File: src/rtl/lbt_pkg.sv
// lbt_pkg: shared types, operation codes and constants of the lease binding table
// no dependencies
`default_nettype none
package lbt_pkg;
  localparam int TableEntriesDefault = 64;
  localparam int ClientIdBytesDefault = 8;
  localparam logic [31:0] LeaseReset = 32'd3600;

  localparam logic [2:0] OP_ADD = 3'd0;
  localparam logic [2:0] OP_REMOVE = 3'd1;
  localparam logic [2:0] OP_EXPIRE = 3'd2;
  localparam logic [2:0] OP_PURGE = 3'd3;
  localparam logic [2:0] OP_SEARCH = 3'd4;
  localparam logic [2:0] OP_ALLOC = 3'd5;
  localparam logic [2:0] OP_SETST = 3'd6;

  localparam logic [1:0] ST_PENDING = 2'd0;
  localparam logic [1:0] ST_ASSOC = 2'd1;
  localparam logic [1:0] ST_EXPIRED = 2'd2;

  localparam logic [1:0] ERR_OK = 2'd0;
  localparam logic [1:0] ERR_FULL = 2'd1;
  localparam logic [1:0] ERR_NONE = 2'd2;

  localparam logic [1:0] CFG_LEASE = 2'd0;
  localparam logic [1:0] CFG_FIRST = 2'd1;
  localparam logic [1:0] CFG_LAST = 2'd2;

  // scan kinds issued by the controller
  localparam logic [2:0] SC_FREE = 3'd0;
  localparam logic [2:0] SC_SEARCH = 3'd1;
  localparam logic [2:0] SC_OLDADDR = 3'd2;
  localparam logic [2:0] SC_EXPDYN = 3'd3;
  localparam logic [2:0] SC_EXPIRE = 3'd4;
  localparam logic [2:0] SC_PURGE = 3'd5;

  typedef struct packed {
    logic [2:0] operation;
    logic [5:0] entry_handle;
    logic [31:0] ip_address;
    logic [63:0] client_id;
    logic [3:0] client_id_len;
    logic [1:0] static_select;
    logic [1:0] status_filter;
    logic [1:0] new_status;
    logic [31:0] now_seconds;
  } req_t;

  typedef struct packed {
    logic found;
    logic [5:0] entry_index;
    logic [31:0] granted_address;
    logic [1:0] result_status;
    logic result_static;
    logic [6:0] changed_count;
    logic [1:0] error_code;
  } rsp_t;

  typedef struct packed {
    logic scan_start;
    logic [2:0] scan_kind;
    logic write_add;
    logic pool_add;
    logic handle_op;
    logic emit_best;
    logic emit_none;
    logic [1:0] emit_err;
  } cmd_t;

  typedef struct packed {
    logic scan_done;
    logic best_hit;
    logic best_reusable;
    logic pool_ok;
    logic handle_ok;
  } sts_t;
endpackage
`default_nettype wire

File: src/rtl/lbt_ctrl.sv
// lbt_ctrl: operation sequencer driving the scan datapath
// depends on lbt_pkg
`default_nettype none
module lbt_ctrl (
  input wire logic clk,
  input wire logic rst,
  input wire logic in_valid,
  output logic in_ready,
  input wire logic [2:0] op,
  input wire logic [31:0] ip,
  output logic out_valid,
  input wire logic out_ready,
  output lbt_pkg::cmd_t cmd,
  input wire lbt_pkg::sts_t sts
);
  import lbt_pkg::*;
  localparam logic [3:0] S_IDLE = 4'd0, S_SCAN1 = 4'd1, S_WAIT1 = 4'd2,
    S_DEC1 = 4'd3, S_SCAN2 = 4'd4, S_WAIT2 = 4'd5, S_DEC2 = 4'd6,
    S_SCAN3 = 4'd7, S_WAIT3 = 4'd8, S_EMIT = 4'd9, S_OUT = 4'd10;
  logic [3:0] state, state_next;
  logic [1:0] err, err_next;
  logic out_hold;

  assign in_ready = (state == S_IDLE) && !out_hold;
  assign out_valid = out_hold;

  always_comb begin
    state_next = state;
    err_next = err;
    cmd = '0;
    case (state)
      S_IDLE: if (in_valid && in_ready) begin
        case (op)
          OP_REMOVE, OP_SETST: begin
            cmd.handle_op = 1'b1;
            cmd.emit_best = 1'b1;
            cmd.emit_err = sts.handle_ok ? ERR_OK : ERR_NONE;
            state_next = S_OUT;
          end
          OP_ADD, OP_EXPIRE, OP_PURGE, OP_SEARCH: begin
            cmd.scan_start = 1'b1;
            cmd.scan_kind = (op == OP_ADD) ? SC_FREE : (op == OP_EXPIRE) ? SC_EXPIRE :
                            (op == OP_PURGE) ? SC_PURGE : SC_SEARCH;
            state_next = S_WAIT1;
          end
          OP_ALLOC: begin
            if (ip != 32'd0) begin
              cmd.scan_start = 1'b1;
              cmd.scan_kind = SC_OLDADDR;
              state_next = S_WAIT2;
            end else state_next = S_DEC2;
          end
          // unknown operation: empty word with nothing found
          default: begin
            cmd.emit_best = 1'b1;
            cmd.emit_none = 1'b1;
            cmd.emit_err = ERR_NONE;
            state_next = S_OUT;
          end
        endcase
      end
      S_WAIT1: if (sts.scan_done) state_next = S_DEC1;
      S_DEC1: begin
        cmd.emit_best = 1'b1;
        if (op == OP_ADD) begin
          cmd.write_add = sts.best_hit;
          cmd.emit_err = sts.best_hit ? ERR_OK : ERR_FULL;
          state_next = S_EMIT;
        end else begin
          cmd.emit_err = (op == OP_SEARCH && !sts.best_hit) ? ERR_NONE : ERR_OK;
          state_next = S_OUT;
        end
      end
      S_WAIT2: if (sts.scan_done) begin
        if (sts.best_reusable) begin
          state_next = S_OUT;
          cmd.emit_best = 1'b1;
          cmd.emit_err = ERR_OK;
        end else state_next = S_DEC2;
      end
      S_DEC2: begin
        cmd.scan_start = 1'b1;
        cmd.scan_kind = sts.pool_ok ? SC_FREE : SC_EXPDYN;
        state_next = sts.pool_ok ? S_SCAN2 : S_WAIT3;
      end
      S_SCAN2: if (sts.scan_done) begin
        cmd.emit_best = 1'b1;
        cmd.write_add = sts.best_hit;
        cmd.pool_add = sts.best_hit;
        cmd.emit_err = sts.best_hit ? ERR_OK : ERR_FULL;
        state_next = S_EMIT;
      end
      S_WAIT3: if (sts.scan_done) begin
        cmd.emit_best = 1'b1;
        cmd.emit_err = sts.best_hit ? ERR_OK : ERR_NONE;
        state_next = S_OUT;
      end
      // re-emit after an add so the fields show the written entry
      S_EMIT: begin
        cmd.emit_best = 1'b1;
        cmd.emit_err = err;
        state_next = S_OUT;
      end
      S_OUT: state_next = S_IDLE;
      default: state_next = S_IDLE;
    endcase
    if (cmd.emit_best && state != S_EMIT) err_next = cmd.emit_err;
  end

  always_ff @(posedge clk) begin
    if (rst) begin
      state <= S_IDLE;
      err <= ERR_OK;
      out_hold <= 1'b0;
    end else begin
      state <= state_next;
      err <= err_next;
      if (state == S_OUT) out_hold <= 1'b1;
      else if (out_ready) out_hold <= 1'b0;
    end
  end
endmodule
`default_nettype wire

File: config.mk
export PLATFORM = sky130hd
export DESIGN_NAME = lbt_ctrl
export DESIGN_NICKNAME = d
export VERILOG_FILES = /design/src/rtl/lbt_pkg.sv /design/src/rtl/lbt_ctrl.sv
export SDC_FILE = /design/constraint.sdc
export NUM_CORES = 1
export LEC_CHECK = 0
export BUFFER_PORTS_ARGS = -buffer_cell sky130_fd_sc_hd__buf_2
export CORE_MARGIN = 1
export CORE_UTILIZATION = 40
export CTS_BUF_LIST = sky130_fd_sc_hd__clkbuf_8
export DETAILED_ROUTE_END_ITERATION = 16
export PLACE_DENSITY = 0.86
export SKIP_LAST_GASP = 1
export SLEW_MARGIN = 20
export SYNTH_ARGS = -nofsm -noshare
export SYNTH_HDL_FRONTEND = slang
export SYNTH_SLANG_ARGS = --single-unit
File: constraint.sdc
create_clock -name clk -period 1.5 [get_ports clk]
set_input_delay 0.075 -clock clk [delete_from_list [all_inputs] [get_ports clk]]
set_output_delay 0.075 -clock clk [all_outputs]
set_load 0.005 [all_outputs]
==> Word-level counts from Yosys, hierarchy flattened <==
Cells that the tools add are included.
{ "totals": {"ff_bits": 7, "latchBits": 0, "mem_bits_rw": 0, "romBits": 0, "input_bits": 44, "output_inout_bits": 13, "memories": 0} }
{ "classes": {"addsub": 0, "n_mul": 0, "n_div": 0, "order_cmp": 0, "n_eq_ne": 20, "n_shift": 0, "muxes": 44, "n_bitwise": 0, "n_reduce_logical": 17} }
{ "ops": {"columns": ["cell", "n"], "rows": [
  ["2-to-1 mux 4 bit", 9],
  ["case mux 4 bit (8 select lines)", 1],
  ["nonzero test 32 bit", 1],
  ["case mux 4 bit (2 select lines)", 3],
  ["2-to-1 mux 2 bit", 9],
  ["2-to-1 mux 1 bit", 14],
  ["equality test 4 x 3 -> 1 bit (second input constant)", 3],
  ["equality test 4 bit (second input constant)", 3],
  ["case mux 2 bit (5 select lines)", 1],
  ["equality test 3 bit (second input constant)", 3],
  ["2-to-1 mux 3 bit", 3],
  ["equality test 4 x 2 -> 1 bit (second input constant)", 2],
  ["inequality test 2 bit (second input constant)", 4],
  ["OR reduction 7 bit", 1],
  ["equality test 3 x 2 -> 1 bit (second input constant)", 2],
  ["OR reduction 2 bit", 3],
  ["2-to-1 mux 5 bit", 1],
  ["AND reduction 5 bit", 1],
  ["OR reduction 5 bit", 1],
  ["logical AND 1 bit", 4],
  ["zero test 4 bit", 1],
  ["inequality test 4 bit (second input constant)", 1],
  ["case mux 1 bit (4 select lines)", 1],
  ["case mux 2 bit (2 select lines)", 1],
  ["7 further kinds", 8]
]} }

==> Longest topological paths before layout <==
Gate-level depths: netlist of run 1.
{ "depth": {"word_depth": 7, "mapped_depth": 7, "ltp_nobuf": 5} }

==> Worst setup path after synthesis of run 1 <==
Ideal clock, no wire load.
{ "synth_path": {"kind": "flip-flop to output port", "start": "register state[2]", "end": "output port cmd[9] (netlist name)", "arrival_ns": 1.347, "required_time_ns": 1.425, "path_slack_ns": 0.078, "path_stages_with_launch": 4, "cell_sequence": "dfxtp_1 or3_4 or3_4 nor3b_1"} }
{ "synth_lines": {"columns": ["element", "line", "text"], "rows": [
  ["start, declared", "lbt_ctrl.sv:20", "logic [3:0] state, state_next;"],
  ["start signal, assigned", "lbt_ctrl.sv:116", "state <= state_next;"],
  ["end, declared", "lbt_ctrl.sv:13", "output lbt_pkg::cmd_t cmd,"]
]} }

==> results of run 1 <==
## layout make-up
class                   count  area [µm²]  share of cell area, %
multi-input cells         106         791                   50.2
inverters                   5        18.8                   1.19
clock buffers               3        41.3                   2.62
well taps                  27        33.8                   2.15
repair buffers             86         536                   34.0
clock inverters             1        3.75                  0.238
flip-flops and latches      7         150                   9.54
## registers in the layout, summed over array words and instances (netlist names)
register	cells
err	2
out_valid	1
state	4
## synthesized netlist by cell type (2+ instances only)
| master | instances | area, µm² |
|---|---|---|
| nor2_1 | 9 | 33.8 |
| o21bai_1 | 3 | 22.5 |
| buf_6 | 2 | 22.5 |
| nand3b_1 | 2 | 15.0 |
| or3_4 | 3 | 33.8 |
| inv_1 | 4 | 15.0 |
| o22ai_1 | 2 | 12.5 |
| nor4_1 | 13 | 81.3 |
| nor3_1 | 4 | 20.0 |
| or3_1 | 2 | 12.5 |
| o22a_1 | 3 | 26.3 |
| o21ai_0 | 7 | 35.0 |
| nor3b_1 | 2 | 15.0 |
| o32a_1 | 2 | 20.0 |
| nor2b_1 | 4 | 25.0 |
| a21oi_1 | 9 | 45.0 |
| or3b_1 | 2 | 17.5 |
| buf_2 | 5 | 25.0 |
| nand2_1 | 11 | 41.3 |
| dfxtp_1 | 7 | 140 |
| nand2b_1 | 3 | 18.8 |
| nand4_1 | 3 | 18.8 |
## worst paths after layout
kind	startpoint	endpoint	slack [ps]	depth (start not counted)
max reg2reg	state[0]	state[3]	-220	8
min	rst	err[0]	100	2
max	state[0]	cmd[0]	-290	7
min reg2reg	err[0]	err[0]	460	2
## worst register-to-register path, stage by stage, from the launching register on
cell,delay (ps)
dfxtp_4,350
buf_4,140
buf_6,110
buf_6,110
or4_4,470
a21oi_4,170
buf_6,120
buf_6,80
nor4_1,40
## where the power goes
group	switching, µW	leakage, µW	internal [µW]	total (µW)
clock	87.1	0.0000269	177	264
combinational	631	0.000613	648	1280
sequential	51.7	0.0000592	227	279
total	770	0.000699	1050	1820
## layer usage
metal,vias to the layer above,part of all wire (%),global-route usage [%]
li1,653,-,-
met1,640,37,29.2
met2,100,51,51.6
met3,15,8.4,5.56
met4,0,3.9,19.5
met5,-,0,0
## placed cells by master, fill, tap and decap left out, types with 4 or more instances in the layout
master / count
buf_2: 56
buf_6: 8
buf_4: 22
nor4_1: 12
nand2_1: 9
or3_4: 4
o21ai_0: 4
a21oi_1: 6
inv_1: 4
nor2_1: 9
## through the flow
| step | instance area (µm²) | utilization, % | hold slack, ps |
|---|---|---|---|
| 2_1_floorplan | 907 | - | 137 |
| 3_3_place_gp | 1320 | 64.5 | 333 |
| 3_5_place_dp | 1320 | 64.5 | 340 |
| 4_1_cts | 1470 | 72.1 | 91.9 |
| 5_1_grt | 1570 | 77.1 | 109 |
| 6_report | 1570 | 77.1 | 101 |
## what timing repair did
| action | 4_1_cts | 5_1_grt |
|---|---|---|
| pin swaps | 15 | 10 |
| gates resized for setup | 23 | 16 |
| hold buffers | 0 | 0 |
| setup endpoints to repair | 18 | 18 |
| cloned | 0 | 0 |
| setup buffers | 5 | 7 |
## cell families (layout without fill, tap and decap cells)
kind of cell	Yosys count	count (layout)	share of synthesized area, %
and+or+nand+nor	67	67	46.1
AOI/OAI and AO/OA	38	38	29.2
buffers and inverters	13	95	8.14
DFF	7	7	15.4
muxes	1	1	1.10
==> parameters.txt, run 1 <==
Parameter                              Value

Synth
  Sequential cell area fraction in the yosys report    15.4%
  Number of different library cells in the post-synthesis netlist    46
  Synth warnings    0
  Fraction of synthesis flops using an asynchronous set or reset pin    0%
  Post-Syn Area    907 µm²
  Predominant post-synthesis flop cell    dfxtp_1
  Number of enable-type register cells in the synthesized netlist    0
  Synthesized Nets    170
  Number of storage elements in the synthesis netlist    7
  Post-Synthesis Mean Instance Area    7.20 µm²
  Cells after synthesis    126

Placed design
  Total half-perimeter wirelength after legalization and detailed placement    2430 µm
  Pre-CTS WS    -119 ps
  Post-placement cell count    221
  Routability congestion estimate from global placement    0.879
  Port Buffer Count    56

Clocking
  Max Buffers Root-to-Sink    2
  Number of clock sinks    7
  Clock transition at path regs    40 ps
  Clk Latency, worst-skew pair    230 ps
  Master cell of the clock root buffer    clkbuf_8
  CTS tree    done
  Total number of H-tree levels    1
  Number of buffers created by CTS    3

Timing
  Max Freq    557 MHz
  Final critical delay including setup and external delays    1790 ps
  Final hold violations    0
  Final setup fails    17
  Worst Setup Slack, final    -295 ps
  RSZ-0062 raised after global routing    yes
  Worst Max-Slew Pin Slew    675 ps
  Post-Route Skew    0.718 ps
  Worst slew slack as a fraction of its limit    54.6%
  Aggregate negative setup slack    -3550 ps
  Count of final max-slew check failures    0
  Final period util    120%

Power and ir drop
  Leakage Power    0.000699 µW
  Total power density per cell area    1160 nW/µm²
  Total design power    1820 µW
  Worst supply voltage drop on vdd    1150 µV

Setup path
  CP required    1420 ps
  Worst setup path class    register to output port
  Worst path most repeated cell    buf_4
  Top cell family by delay on the critical path    simple AND/OR/NAND/NOR gates
  Data arrival, critical path    1720 ps
  Crit-path slowest cell    dfxtp_4
  Launching element type of the critical path    register
  Maximum fanout along the worst path    4
  Worst path cell trace    buf_4 > buf_4 > nand3b_1 > o32a_1 > or3_4 > o21ai_2 > buf_2
  Endpoint type of the worst setup path    output port
  Crit path buf inv count    3
  Largest stage delay, worst path    360 ps

GRT
  Gr usage total    28.6%
  Total congestion overflow after global routing    0
  First-pass GRT wire length    5360 µm
  Pin count of the biggest net entering global routing    11
  Number of global-route vias before repair    1237
  Number of antenna violations at the first check in global routing    0

Floorplan
  Core region area    2040 µm²
  Die outline height    49.6 µm
  Overall die area    2460 µm²
  Num rows    16
  Top-level port count    57
  Initial core utilization    44.4%
  Die Span X    49.6 µm

Run status
  Failing checks    setup timing
  Status    complete, but fails checks

Routing
  Iteration-0 DRC count of the detailed router    34
  Wire length per cell    15.7 µm
  Remaining number of nets flagged by the antenna check after routing    0
  Post-detailed-route DRC marker count    0
  Final WL    3700 µm
  Number of vias after detailed routing    1408
  Ratio of routed vias to standard cells    5.99
  Count of TritonRoute iterations in the first routing pass    4

Finish
  Number of inserted diodes    0
  FILL cells    152
  Area overhead of the layout relative to synthesis    73.5%
  Post-layout net count    253
  Layout cell share with drive strength beyond 1    57.2%
  Final std cells w/o fill    235

Run
  Count of max-cap constraint violations    0

Min path
  Hold WC Path Type    input pin to register
No activity file was read; power rests on OpenSTA's default activity.
==> inputs of run 2 (changes only) <==
CORE_UTILIZATION = 39   (was 40)
PLACE_DENSITY = 0.84   (was 0.86)
==> run 2 against run 1 <==
Compared with the run above:
- the flow still finishes with violations (setup timing)
- final cell count rose by 0.43%
- final area is 2.0% higher
- power grew 7.5%
- global-route usage up 0.61 points
- hold slack improved by 14 ps
- largest cell class unchanged
- largest power group unchanged
- highest routed layer unchanged
==> parameters.txt, run 2 (same netlist as run 1, synthesis figures left out) <==
Parameter                              Value

Run status
  Status    complete, but fails checks
  Failing checks    setup timing

Timing
  Final setup fails    16 (-1)
  Final period util    122% (+2.7 points)
  Post-Route Skew    3.08 ps (+2.36 ps)
  Final hold violations    0 (unchanged)
  Worst slew slack as a fraction of its limit    67.2% (+13 points)
  Max Freq    545 MHz (-2.2%)
  RSZ-0062 raised after global routing    yes
  Worst Max-Slew Pin Slew    486 ps (-188 ps)
  Count of final max-slew check failures    0 (unchanged)
  Final critical delay including setup and external delays    1840 ps (+40.8 ps)
  Aggregate negative setup slack    -3200 ps (+359 ps)
  Worst Setup Slack, final    -335 ps (-40.8 ps)

Floorplan
  Core region area    2210 µm² (+8.3%)
  Top-level port count    57 (unchanged)
  Num rows    17 (+1)
  Overall die area    2520 µm² (+2.5%)
  Die Span X    50.2 µm (+1.2%)
  Die outline height    50.2 µm (+1.2%)
  Initial core utilization    41.0% (-3.4 points)

Finish
  Final std cells w/o fill    236 (+0.43%)
  Register name with the most flops    state
  Storage cell area    153 µm² (+1.7%)
  Highest-count cells in the layout ignoring fill and taps    buf_2, buf_4, nor4_1
  Layout cell share with drive strength beyond 1    60.1% (+2.9 points)
  Footprint of the multi-input gates    798 µm² (+0.95%)
  Final instance area    1610 µm² (+2.0%)
  Most common cell after layout, fill and taps aside    buf_2
  Area overhead of the layout relative to synthesis    77.0%
  Post-layout net count    253 (unchanged)
  Number of inserted diodes    0 (unchanged)
  Flip-flop count of the largest register, all copies and words added    4 (unchanged)
  FILL cells    176 (+16%)

Setup path
  R2r startpoint    state[2]
  Maximum fanout along the worst path    5 (+1)
  Crit-path slowest cell    or3_4
  Data arrival, critical path    1760 ps (+40 ps)
  Worst path most repeated cell    or3_4
  Reg2Reg Setup Slack    -250 ps (-30 ps)
  Reg-to-reg critical path endpoint    err[1]
  Top cell family by delay on the critical path    simple AND/OR/NAND/NOR gates
  Worst path cell trace    or3_4 > or3_4 > nor3b_2 > buf_2
  R2r worst-path depth    8 (unchanged)
  Crit path buf inv count    1 (-2)
  Worst setup path class    register to output port
  Largest stage delay, worst path    420 ps (+60 ps)
  Launching element type of the critical path    register
  CP required    1420 ps (about the same)
  Endpoint type of the worst setup path    output port

Clocking
  Total number of H-tree levels    1 (unchanged)
  Number of buffers created by CTS    3 (unchanged)
  Clk Latency, worst-skew pair    230 ps (about the same)
  Master cell of the clock root buffer    clkbuf_8
  CTS tree    done
  Number of clock sinks    7 (unchanged)
  Number of hold buffers added after cts    0 (unchanged)
  Clock transition at path regs    40 ps (about the same)
  Max Buffers Root-to-Sink    2 (unchanged)

Routing
  Post-detailed-route DRC marker count    0 (unchanged)
  Number of vias after detailed routing    1418 (+0.71%)
  Wire length per cell    16.4 µm (+4.4%)
  Final WL    3880 µm (+4.8%)
  Ratio of routed vias to standard cells    6.01 (+0.28%)
  Count of TritonRoute iterations in the first routing pass    4 (unchanged)
  Remaining number of nets flagged by the antenna check after routing    0 (unchanged)
  Iteration-0 DRC count of the detailed router    69 (+100%)

GRT
  Met2 track demand over resource    53.1% (+1.5 points)
  Gr usage total    29.2% (+0.61 points)
  Number of global-route vias before repair    1351 (+9.2%)
  Peak-usage layer in the global routing report    met2
  Met3 routing resource usage after global routing    4.85% (-0.71 points)
  First-pass GRT wire length    5550 µm (+3.5%)
  Number of antenna violations at the first check in global routing    0 (unchanged)
  Total congestion overflow after global routing    0 (unchanged)
  M1 GR Usage    29.2% (about the same)
  Pin count of the biggest net entering global routing    12 (+1)

Min path
  Worst hold start    rst
  End point of the worst hold path    err[0]
  Hold WC Path Type    input pin to register
  Number of stages on the worst hold path    2 (unchanged)

Placed design
  Routability congestion estimate from global placement    0.882 (+0.28%)
  Post-placement cell count    220 (-0.45%)
  Total half-perimeter wirelength after legalization and detailed placement    2530 µm (+4.2%)
  Placed instance area    1300 µm² (-1.0%)
  Port Buffer Count    56 (unchanged)

Power and ir drop
  Total power density per cell area    1220 nW/µm² (+5.4%)
  Leakage Power    0.000698 µW (-0.13%)
  Worst supply voltage drop on vdd    1030 µV (-11%)

Run
  Count of max-cap constraint violations    0 (unchanged)
[run 2: changes by cell type in the layout (fill, tap and decap cells not counted), moves of 2 or more]
cell / previous run / this run
nor2_1: 9 / 6
nor2_2: 0 / 3
buf_4: 22 / 20
o21ai_2: 1 / 3
[run 2: how the worst max path moves through the flow]
stage,slack [ps],to,cells past startpoint,startpoint
after floorplan,80,cmd[9],3,state[2]
after global placement,-60,cmd[9],4,state[0]
after detailed placement,-130,state[2],6,state[0]
after CTS,-270,cmd[9],4,state[0]
after global routing,-400,cmd[7],6,state[0]
final,-340,cmd[9],4,state[0]
[run 2: final cells by class]
type	instances	area share, %
clock inverter	1	0.234
sequential	7	9.51
inverter	5	1.40
timing repair buffer	86	34.4
multi-input combinational	106	49.7
tap	28	2.18
clock buffer	3	2.57
[run 2: through the flow]
step | hold WS [ps] | setup WS, ps | util [%] | total power [µW]
after floorplan | 137 | 77.6 | - | 854
after global placement | 335 | -56.3 | 58.9 | 1180
after detailed placement | 344 | -126 | 58.9 | 1230
after CTS | 106 | -271 | 66.3 | 1650
after global routing | 122 | -398 | 72.6 | 2070
final | 115 | -335 | 72.6 | 1960
[run 2: repair_timing]
item	CTS	global route
setup buffers	6	7
gates resized for setup	24	22
gates cloned	0	0
endpoints found under the setup margin	18	18
pin swaps	14	13
[run 2: power by group]
part	internal, µW	switching, µW
logic	744	679
clock network	177	79.4
registers	230	50.3
total	1150	809
[run 2: per-layer routing]
layer | vias up | wire, µm
li1 | 652 | -
met1 | 631 | 1310
met2 | 112 | 2000
met3 | 23 | 371
met4 | 0 | 195
met5 | - | 0
